[src/hw/rtl/ivs_pkg.sv]
package ivs_pkg;

   // word and field widths
   localparam int DATA_W       = 64;
   localparam int OP_W         = 4;
   localparam int INDEX_W      = 8;
   localparam int LEN_W        = 9;
   localparam int CAPACITY_DEF = 256;

   // request codes
   typedef enum logic [OP_W-1:0] {
      OP_READ   = 4'd0,
      OP_WRITE  = 4'd1,
      OP_PUSH   = 4'd2,
      OP_POP    = 4'd3,
      OP_INSERT = 4'd4,
      OP_ERASE  = 4'd5,
      OP_RESIZE = 4'd6,
      OP_CLEAR  = 4'd7,
      OP_FRONT  = 4'd8,
      OP_BACK   = 4'd9
   } op_type;

   // result status codes
   typedef enum logic [1:0] {
      ST_OK    = 2'd0,
      ST_RANGE = 2'd1,
      ST_FULL  = 2'd2,
      ST_EMPTY = 2'd3
   } status_type;

   // request payload
   typedef struct packed {
      logic [OP_W-1:0]    req_type;
      logic [INDEX_W-1:0] elem_index;
      logic [LEN_W-1:0]   new_length;
      logic [DATA_W-1:0]  elem_value;
   } req_type;

   // result payload
   typedef struct packed {
      logic [DATA_W-1:0] read_value;
      status_type        status;
      logic [LEN_W-1:0]  length;
      logic              is_empty;
   } rsp_type;

endpackage

[src/hw/rtl/ivs_ctrl.sv]
module ivs_ctrl #(
   parameter int CAPACITY = ivs_pkg::CAPACITY_DEF,
   localparam int AddrW = (CAPACITY > 1) ? $clog2(CAPACITY) : 1
) (
   input  logic                       clock,
   input  logic                       reset,
   input  logic                       req_valid,
   output logic                       req_stall,
   input  ivs_pkg::req_type           req_payload,
   output logic                       rsp_valid,
   input  logic                       rsp_stall,
   output ivs_pkg::rsp_type           rsp_payload,
   output logic                       mem_wr_en,
   output logic [AddrW-1:0]           mem_wr_addr,
   output logic [ivs_pkg::DATA_W-1:0] mem_wr_data,
   output logic                       mem_rd_en,
   output logic [AddrW-1:0]           mem_rd_addr,
   input  logic [ivs_pkg::DATA_W-1:0] mem_rd_data
);
   import ivs_pkg::*;

   localparam int CntW = $clog2(CAPACITY + 1);
   localparam int CmpW = (CntW > LEN_W) ? CntW : LEN_W;
   localparam logic [CmpW-1:0] CapCmp = CmpW'(CAPACITY);

   typedef enum logic [6:0] {
      S_IDLE      = 7'b0000001,
      S_EXEC      = 7'b0000010,
      S_READ_WAIT = 7'b0000100,
      S_ERASE     = 7'b0001000,
      S_INSERT    = 7'b0010000,
      S_FILL      = 7'b0100000,
      S_DONE      = 7'b1000000
   } state_type;

   state_type          state_ff, state_in;
   logic [OP_W-1:0]    op_ff, op_in;
   logic [INDEX_W-1:0] idx_ff, idx_in;
   logic [LEN_W-1:0]   nlen_ff, nlen_in;
   logic [DATA_W-1:0]  val_ff, val_in;
   logic [CntW-1:0]    count_ff, count_in;
   logic [CntW-1:0]    ptr_ff, ptr_in;
   logic [AddrW-1:0]   wptr_ff, wptr_in;
   logic               pend_ff, pend_in;
   logic               more_ff, more_in;
   status_type         res_status_ff, res_status_in;
   logic [DATA_W-1:0]  res_rd_ff, res_rd_in;
   logic               rsp_valid_ff, rsp_valid_in;
   rsp_type            rsp_ff, rsp_in;

   logic [CmpW-1:0] cnt_cmp, idx_cmp, nlen_cmp, ptr_cmp;
   logic [CntW-1:0] cnt_inc, cnt_dec, ptr_inc, ptr_dec, idx_inc;
   logic            cnt_zero, cnt_full, out_free;

   // compare operands brought to one width
   assign cnt_cmp  = CmpW'(count_ff);
   assign idx_cmp  = CmpW'(idx_ff);
   assign nlen_cmp = CmpW'(nlen_ff);
   assign ptr_cmp  = CmpW'(ptr_ff);
   assign cnt_inc  = count_ff + 1'b1;
   assign cnt_dec  = count_ff - 1'b1;
   assign ptr_inc  = ptr_ff + 1'b1;
   assign ptr_dec  = ptr_ff - 1'b1;
   assign idx_inc  = CntW'(idx_cmp + 1'b1);
   assign cnt_zero = (count_ff == '0);
   assign cnt_full = (cnt_cmp >= CapCmp);
   assign out_free = !rsp_valid_ff || !rsp_stall;

   // sequencer: decode, then read-modify-write loops over the store
   always_comb begin
      state_in      = state_ff;
      op_in         = op_ff;
      idx_in        = idx_ff;
      nlen_in       = nlen_ff;
      val_in        = val_ff;
      count_in      = count_ff;
      ptr_in        = ptr_ff;
      wptr_in       = wptr_ff;
      pend_in       = 1'b0;
      more_in       = more_ff;
      res_status_in = res_status_ff;
      res_rd_in     = res_rd_ff;
      rsp_valid_in  = rsp_valid_ff && rsp_stall;
      rsp_in        = rsp_ff;
      mem_wr_en     = 1'b0;
      mem_wr_addr   = wptr_ff;
      mem_wr_data   = mem_rd_data;
      mem_rd_en     = 1'b0;
      mem_rd_addr   = ptr_ff[AddrW-1:0];

      unique case (state_ff)
         S_IDLE: begin
            if (req_valid) begin
               op_in    = req_payload.req_type;
               idx_in   = req_payload.elem_index;
               nlen_in  = req_payload.new_length;
               val_in   = req_payload.elem_value;
               state_in = S_EXEC;
            end
         end

         S_EXEC: begin
            res_rd_in     = '0;
            res_status_in = ST_OK;
            state_in      = S_DONE;
            unique case (op_ff) inside
               OP_READ, OP_WRITE, OP_ERASE: begin
                  if (cnt_zero) begin
                     res_status_in = ST_EMPTY;
                  end else if (idx_cmp >= cnt_cmp) begin
                     res_status_in = ST_RANGE;
                  end else if (op_ff == OP_READ) begin
                     mem_rd_en   = 1'b1;
                     mem_rd_addr = AddrW'(idx_ff);
                     state_in    = S_READ_WAIT;
                  end else if (op_ff == OP_WRITE) begin
                     mem_wr_en   = 1'b1;
                     mem_wr_addr = AddrW'(idx_ff);
                     mem_wr_data = val_ff;
                  end else begin
                     ptr_in   = idx_inc;
                     state_in = S_ERASE;
                  end
               end
               OP_PUSH: begin
                  if (cnt_full) begin
                     res_status_in = ST_FULL;
                  end else begin
                     mem_wr_en   = 1'b1;
                     mem_wr_addr = count_ff[AddrW-1:0];
                     mem_wr_data = val_ff;
                     count_in    = cnt_inc;
                  end
               end
               OP_POP: begin
                  if (cnt_zero) begin
                     res_status_in = ST_EMPTY;
                  end else begin
                     count_in = cnt_dec;
                  end
               end
               OP_INSERT: begin
                  if (idx_cmp > cnt_cmp) begin
                     res_status_in = ST_RANGE;
                  end else if (cnt_full) begin
                     res_status_in = ST_FULL;
                  end else if (idx_cmp == cnt_cmp) begin
                     mem_wr_en   = 1'b1;
                     mem_wr_addr = AddrW'(idx_ff);
                     mem_wr_data = val_ff;
                     count_in    = cnt_inc;
                  end else begin
                     ptr_in   = cnt_dec;
                     more_in  = 1'b1;
                     state_in = S_INSERT;
                  end
               end
               OP_RESIZE: begin
                  if (nlen_cmp > CapCmp) begin
                     res_status_in = ST_FULL;
                  end else if (nlen_cmp <= cnt_cmp) begin
                     count_in = CntW'(nlen_cmp);
                  end else begin
                     ptr_in   = count_ff;
                     state_in = S_FILL;
                  end
               end
               OP_CLEAR: begin
                  count_in = '0;
               end
               OP_FRONT, OP_BACK: begin
                  if (cnt_zero) begin
                     res_status_in = ST_EMPTY;
                  end else begin
                     mem_rd_en   = 1'b1;
                     mem_rd_addr = (op_ff == OP_FRONT) ? '0 : cnt_dec[AddrW-1:0];
                     state_in    = S_READ_WAIT;
                  end
               end
               default: begin
               end
            endcase
         end

         S_READ_WAIT: begin
            res_rd_in = mem_rd_data;
            state_in  = S_DONE;
         end

         // move later elements down: read k+1, write k in the following cycle
         S_ERASE: begin
            if (pend_ff) begin
               mem_wr_en = 1'b1;
            end
            if (ptr_cmp < cnt_cmp) begin
               mem_rd_en = 1'b1;
               pend_in   = 1'b1;
               wptr_in   = ptr_dec[AddrW-1:0];
               ptr_in    = ptr_inc;
            end else if (!pend_ff) begin
               count_in = cnt_dec;
               state_in = S_DONE;
            end
         end

         // move later elements up from the back, then drop the new word in
         S_INSERT: begin
            if (pend_ff) begin
               mem_wr_en = 1'b1;
            end
            if (more_ff) begin
               mem_rd_en = 1'b1;
               pend_in   = 1'b1;
               wptr_in   = ptr_inc[AddrW-1:0];
               if (ptr_cmp == idx_cmp) begin
                  more_in = 1'b0;
               end else begin
                  ptr_in = ptr_dec;
               end
            end else if (!pend_ff) begin
               mem_wr_en   = 1'b1;
               mem_wr_addr = AddrW'(idx_ff);
               mem_wr_data = val_ff;
               count_in    = cnt_inc;
               state_in    = S_DONE;
            end
         end

         // fill the grown tail with the given word
         S_FILL: begin
            mem_wr_en   = 1'b1;
            mem_wr_addr = ptr_ff[AddrW-1:0];
            mem_wr_data = val_ff;
            if (CmpW'(ptr_inc) == nlen_cmp) begin
               count_in = CntW'(nlen_cmp);
               state_in = S_DONE;
            end else begin
               ptr_in = ptr_inc;
            end
         end

         // hand the result to the output register once it is free
         S_DONE: begin
            if (out_free) begin
               rsp_valid_in       = 1'b1;
               rsp_in.read_value  = res_rd_ff;
               rsp_in.status      = res_status_ff;
               rsp_in.length      = LEN_W'(count_ff);
               rsp_in.is_empty    = cnt_zero;
               state_in           = S_IDLE;
            end
         end

         default: begin
            state_in = S_IDLE;
         end
      endcase
   end

   // control registers
   always_ff @(posedge clock) begin
      if (reset) begin
         state_ff     <= S_IDLE;
         count_ff     <= '0;
         pend_ff      <= 1'b0;
         more_ff      <= 1'b0;
         rsp_valid_ff <= 1'b0;
      end else begin
         state_ff     <= state_in;
         count_ff     <= count_in;
         pend_ff      <= pend_in;
         more_ff      <= more_in;
         rsp_valid_ff <= rsp_valid_in;
      end
   end

   // payload registers
   always_ff @(posedge clock) begin
      op_ff         <= op_in;
      idx_ff        <= idx_in;
      nlen_ff       <= nlen_in;
      val_ff        <= val_in;
      ptr_ff        <= ptr_in;
      wptr_ff       <= wptr_in;
      res_status_ff <= res_status_in;
      res_rd_ff     <= res_rd_in;
      rsp_ff        <= rsp_in;
   end

   assign req_stall   = (state_ff != S_IDLE);
   assign rsp_valid   = rsp_valid_ff;
   assign rsp_payload = rsp_ff;

   // length never passes the capacity
   a_count_bound: assert property (@(posedge clock) disable iff (reset)
      cnt_cmp <= CapCmp)
      else $error("element count above capacity");

   // shift loops never read and write one entry in the same cycle
   a_no_rw_overlap: assert property (@(posedge clock) disable iff (reset)
      !(mem_wr_en && mem_rd_en && (mem_wr_addr == mem_rd_addr)))
      else $error("read and write to the same entry");

   // a finished result waits while the output register is still taken
   a_done_hold: assert property (@(posedge clock) disable iff (reset)
      (state_ff == S_DONE && rsp_valid_ff && rsp_stall) |=> (state_ff == S_DONE))
      else $error("result dropped while output busy");

   // a refused request leaves the length alone
   a_refused_keeps_len: assert property (@(posedge clock) disable iff (reset)
      (state_ff == S_EXEC && res_status_in != ST_OK) |=> (count_ff == $past(count_ff)))
      else $error("refused request changed the length");

endmodule

[config.mk]
export PLATFORM = sky130hd
export DESIGN_NAME = ivs_ctrl
export DESIGN_NICKNAME = d
export VERILOG_FILES = /design/src/hw/rtl/ivs_pkg.sv /design/src/hw/rtl/ivs_ctrl.sv
export SDC_FILE = /design/constraint.sdc
export NUM_CORES = 1
export LEC_CHECK = 0
export BUFFER_PORTS_ARGS = -buffer_cell sky130_fd_sc_hd__buf_4
export CAP_MARGIN = 20
export CORE_MARGIN = 5
export CORE_UTILIZATION = 50
export CTS_BUF_LIST = sky130_fd_sc_hd__clkbuf_16
export CTS_CLUSTER_DIAMETER = 150
export CTS_CLUSTER_SIZE = 8
export DETAILED_ROUTE_END_ITERATION = 12
export GPL_TIMING_DRIVEN = 0
export HOLD_SLACK_MARGIN = 0.12
export MAX_ROUTING_LAYER = met4
export PLACE_DENSITY = 0.76
export SYNTH_ARGS = -nofsm -noshare
export SYNTH_HDL_FRONTEND = slang
export SYNTH_SLANG_ARGS = --single-unit
[constraint.sdc]
create_clock -name clock -period 6.95 [get_ports clock]
set_clock_uncertainty 0.05 [all_clocks]
set_input_delay 0.3475 -clock clock [delete_from_list [all_inputs] [get_ports clock]]
set_output_delay 0.3475 -clock clock [all_outputs]
set_load 0.005 [all_outputs]
==> impl_metrics.csv <==
group,metric,value,unit
worst_setup_path,crit_top_cell,"a21oi_1",
synth,synthArstFlopShare,0,%
route,first_pass_iters,8,
placed_design,dp_hpwl,33200,um
timing,max_freq,170,MHz
cells_and_area,area_growth,41.8,%
cells_and_area,layout.nets,1722,
worst_setup_path,cp-start-kind,"flip-flop",
timing,hold_ws,0.114,ns
synth,ys_seq_area_share,59.7,%
min_path,hold_end,"res_rd_ff[17]$_SDFFCE_PN0P_",
synth,synth_edf_count,244,
worst_setup_path,path_cells,"clkbuf_1 -> inv_1 -> ha_1 -> a21oi_1 -> o32ai_1 -> a21oi_1 -> nand3_1 -> a211o_1 -> a21oi_1 -> buf_1 -> buf_2 -> mux2_1 -> buf_4",
timing,fin_setup_tns,0,ns
floorplanning,row_count,58,
worst_setup_path,r2r_setup_slack,2.56,ns
global_routing,grt_max_degree,67,
synth,synth.distinct_cells,73,
synth,syn_inst,1037,
min_path,hp-start,"mem_rd_data[17]",
timing,finalCritPeriodShare,84.4,%
worst_setup_path,worst_r2r_endpoint,"ptr_cmp[4]$_DFFE_PP_",
floorplanning,start_util,51.0,%
cells_and_area,drive_above_1_share,28.8,%
worst_setup_path,worst_r2r_startpoint,"cnt_cmp[4]$_SDFFE_PP0P_",
route,final_antenna_net_count,0,
worst_setup_path,worstSetupPathType,"flip-flop to output pin",
placed_design,placed_area,15800,sq um
synth,syn_area_per_cell,12.5,sq um
worst_setup_path,slowest_delay,0.64,ns
route,wl_per_cell,25.6,um
global_routing,antenna_found_initial,0,
global_routing,grt.total_usage,32.8,%
worst_setup_path,arrival,5.47,ns
min_path,holdPathStages,2,
clocking,htreeDepth,2,
worst_setup_path,worstPathRequired,6.55,ns
timing,setup_viol,0,
cells_and_area,utilization,72.3,%
timing,worstMarginPinSlew,1.19,ns
floorplanning,die_w,171,um
global_routing,grt_pass1_wl,70000,um
clocking,root_buffer,"clkbuf_16",
synth,syn_nets,1220,
timing,grt_setup_unrepaired,"false",
clocking,clk_latency,0.51,ns
clocking,clock_path_buffers,3,
power,vdd_drop_max,0.209,mV
worst_setup_path,cp-end-kind,"output pin",
worst_setup_path,path_buf_inv,5,
route,num_vias,11400,
floorplanning,dieArea,29100,sq um
route,post-route-drc-count,0,
worst_setup_path,crit_path_top_delay_cell,"buf_1",
run,cap_violations,0,
clocking,cts_resized,0,
synth,ys_seq_elements,263,
synth,synth_area,12900,sq um
floorplanning,ios,313,
global_routing,grt_pass1_vias,11200,
synth,synthFlopType,"edfxtp_1",
clocking,cts_tree,"done",
power,power.leakage,6.98,nW
clocking,clk_pin_slew,0.06,ns
clocking,numClockSinks,263,
timing,max_slew_margin,19.9,%
placed_design,gp_congestion,0.976,
route,routed_wl,48700,um
timing,hold_viol_final,0,
worst_setup_path,cp_top_family,"buffers and inverters",
power,power.total,4.30,mW
min_path,hold_path.class,"primary input to flip-flop",
worst_setup_path,rr_worst_depth,11,
worst_setup_path,crit_path_max_fanout,10,
outcome,status,"finished clean",
timing,drv_slew,0,
timing,layout_min_cycle_time,5.87,ns
global_routing,grt-ovfl-total,0,
route,vias_per_cell,5.99,
power,power_density,235,nW/um^2
route,drtIter0Drc,1423,
cells_and_area,final_area,18300,sq um
synth,synth_warnings,0,
floorplanning,die_h,171,um
placed_design,port_buffers,312,
clocking,numCtsBuffers,38,
floorplanning,core,25300,sq um
-- routing by layer --
layer  share of wire [%]  GRT usage, %  routed length (um)
met5                   0             -                   0
met4                 4.5          12.0                2210
met3                 9.3          6.17                4550
met2                  49          54.0               23800
met1                  37          40.8               18100
-- cells in the mapped netlist, drive strengths merged (3+ instances only) --
cell type	instances	area [sq um]
inv	28	105
nor4	8	50.1
nor3b	4	30.0
o21ai	45	225
a221o	8	80.1
o31ai	5	37.5
a21oi	50	250
xor2	7	61.3
mux2i	5	50.1
ha	30	375
edfxtp	244	7330
o22ai	7	43.8
and2	68	425
nand4	9	56.3
nor3	28	140
a31oi	11	83.8
buf	17	95.1
xnor2	37	324
a221oi	13	120
dfxtp	19	380
o211ai	12	90.1
a211oi	11	103
o2bb2ai	8	70.1
nand3	30	150
or2	3	18.8
a222oi	10	100
nand4b	4	35.0
mux2	65	732
nand2	46	173
nor2	59	224
o221a	4	45.0
nor2b	8	50.1
nand2b	9	56.3
clkbuf	54	203
a21o	6	45.0
a22oi	10	75.1
a211o	7	61.3
nor4b	3	32.5
or3	9	56.3
and3	7	48.8
-- where the power goes --
part           leakage, nW  internal [mW]  total (mW)  switching [mW]
clock                0.634           1.00        1.68           0.676
sequential            2.33           1.86        1.93          0.0650
combinational         4.01          0.326       0.694           0.368
-- registers in the layout, indices dropped and copies added (netlist names), 2 cells and up --
register       count
rsp_payload       76
res_rd_ff         64
val_ff            64
cnt_cmp            9
nlen_cmp           9
ptr_cmp            9
idx_ff             8
wptr_ff            8
state_ff           7
op_ff              4
res_status_ff      2
-- placed cells by master (no fill, tap or decap), types with 8 or more instances in the layout --
cell / count
nand4_1: 9
o21ai_0: 40
nand3_1: 30
a21oi_1: 49
nor4_1: 8
clkbuf_1: 54
inv_1: 56
buf_2: 9
and2_1: 66
a222oi_1: 10
nand2_1: 45
buf_4: 314
nand2b_1: 9
xnor2_1: 37
or3_1: 9
clkbuf_16: 39
mux2_2: 57
a221o_1: 8
nor2b_1: 8
nor2_1: 58
edfxtp_1: 244
dlygate4sd3_1: 142
dfxtp_1: 19
ha_1: 30
o2bb2ai_1: 8
o211ai_1: 12
mux2_1: 8
nor3_1: 28
a22oi_1: 10
a221oi_1: 12
a31oi_1: 10
-- worst register-to-register path: cells and delay by family (launching register included) --
family | cells | cell delay, ns
compound gates | 5 | 1.58
buf+inv | 3 | 1.04
simple gates | 2 | 0.66
flops | 1 | 0.41
fa+ha+maj | 1 | 0.35
-- worst max-delay path by stage --
stage | from | end | slack (ns) | cells after the start
5_1_grt | cnt_cmp[4]$_SDFFE_PP0P_ | mem_wr_data[10] | 0.96 | 13
2_1_floorplan | state_ff[5]$_SDFFE_PP0P_ | rsp_payload[0]$_DFFE_PP_ | 1.75 | 4
3_3_place_gp | state_ff[5]$_SDFFE_PP0P_ | rsp_payload[22]$_DFFE_PP_ | -0.26 | 4
3_5_place_dp | cnt_cmp[4]$_SDFFE_PP0P_ | mem_wr_data[10] | 1.75 | 13
4_1_cts | cnt_cmp[4]$_SDFFE_PP0P_ | mem_wr_data[45] | 1.18 | 13
6_report | cnt_cmp[4]$_SDFFE_PP0P_ | mem_wr_data[10] | 1.08 | 13
-- cell families after synthesis --
| kind of cell | after synthesis | share of synthesized area, % |
|---|---|---|
| AOI/OAI and AO/OA | 228 | 12.7 |
| xor gates and xnor gates | 44 | 2.98 |
| adders and majority gates | 30 | 2.91 |
| buffers and inverters | 99 | 3.12 |
| DFF | 263 | 59.7 |
| muxes | 70 | 6.06 |
| and+or+nand+nor | 303 | 12.6 |
-- stage by stage --
stage          setup WS (ns)  cells
2_1_floorplan           1.75   1037
3_3_place_gp          -0.258   1679
3_5_place_dp            1.75   1685
4_1_cts                 1.18   1895
5_1_grt                0.963   1897
6_report                1.08   1898
-- layout make-up --
class	instances	area [sq um]
fill	1644	7020
buffer	71	298
clock buffer	39	976
tap	330	413
timing repair buffer	462	3860
inverter	28	105
antenna	1	2.50
clock inverter	29	114
sequential	263	7710
multi-input combinational	675	4830
-- what timing repair did --
item | 4_1_cts | 5_1_grt
endpoints found under the hold margin | 142 | 0
buffers inserted | 0 | 0
hold buffers | 142 | 0
Note: power is estimated with default switching activity, not from simulation.
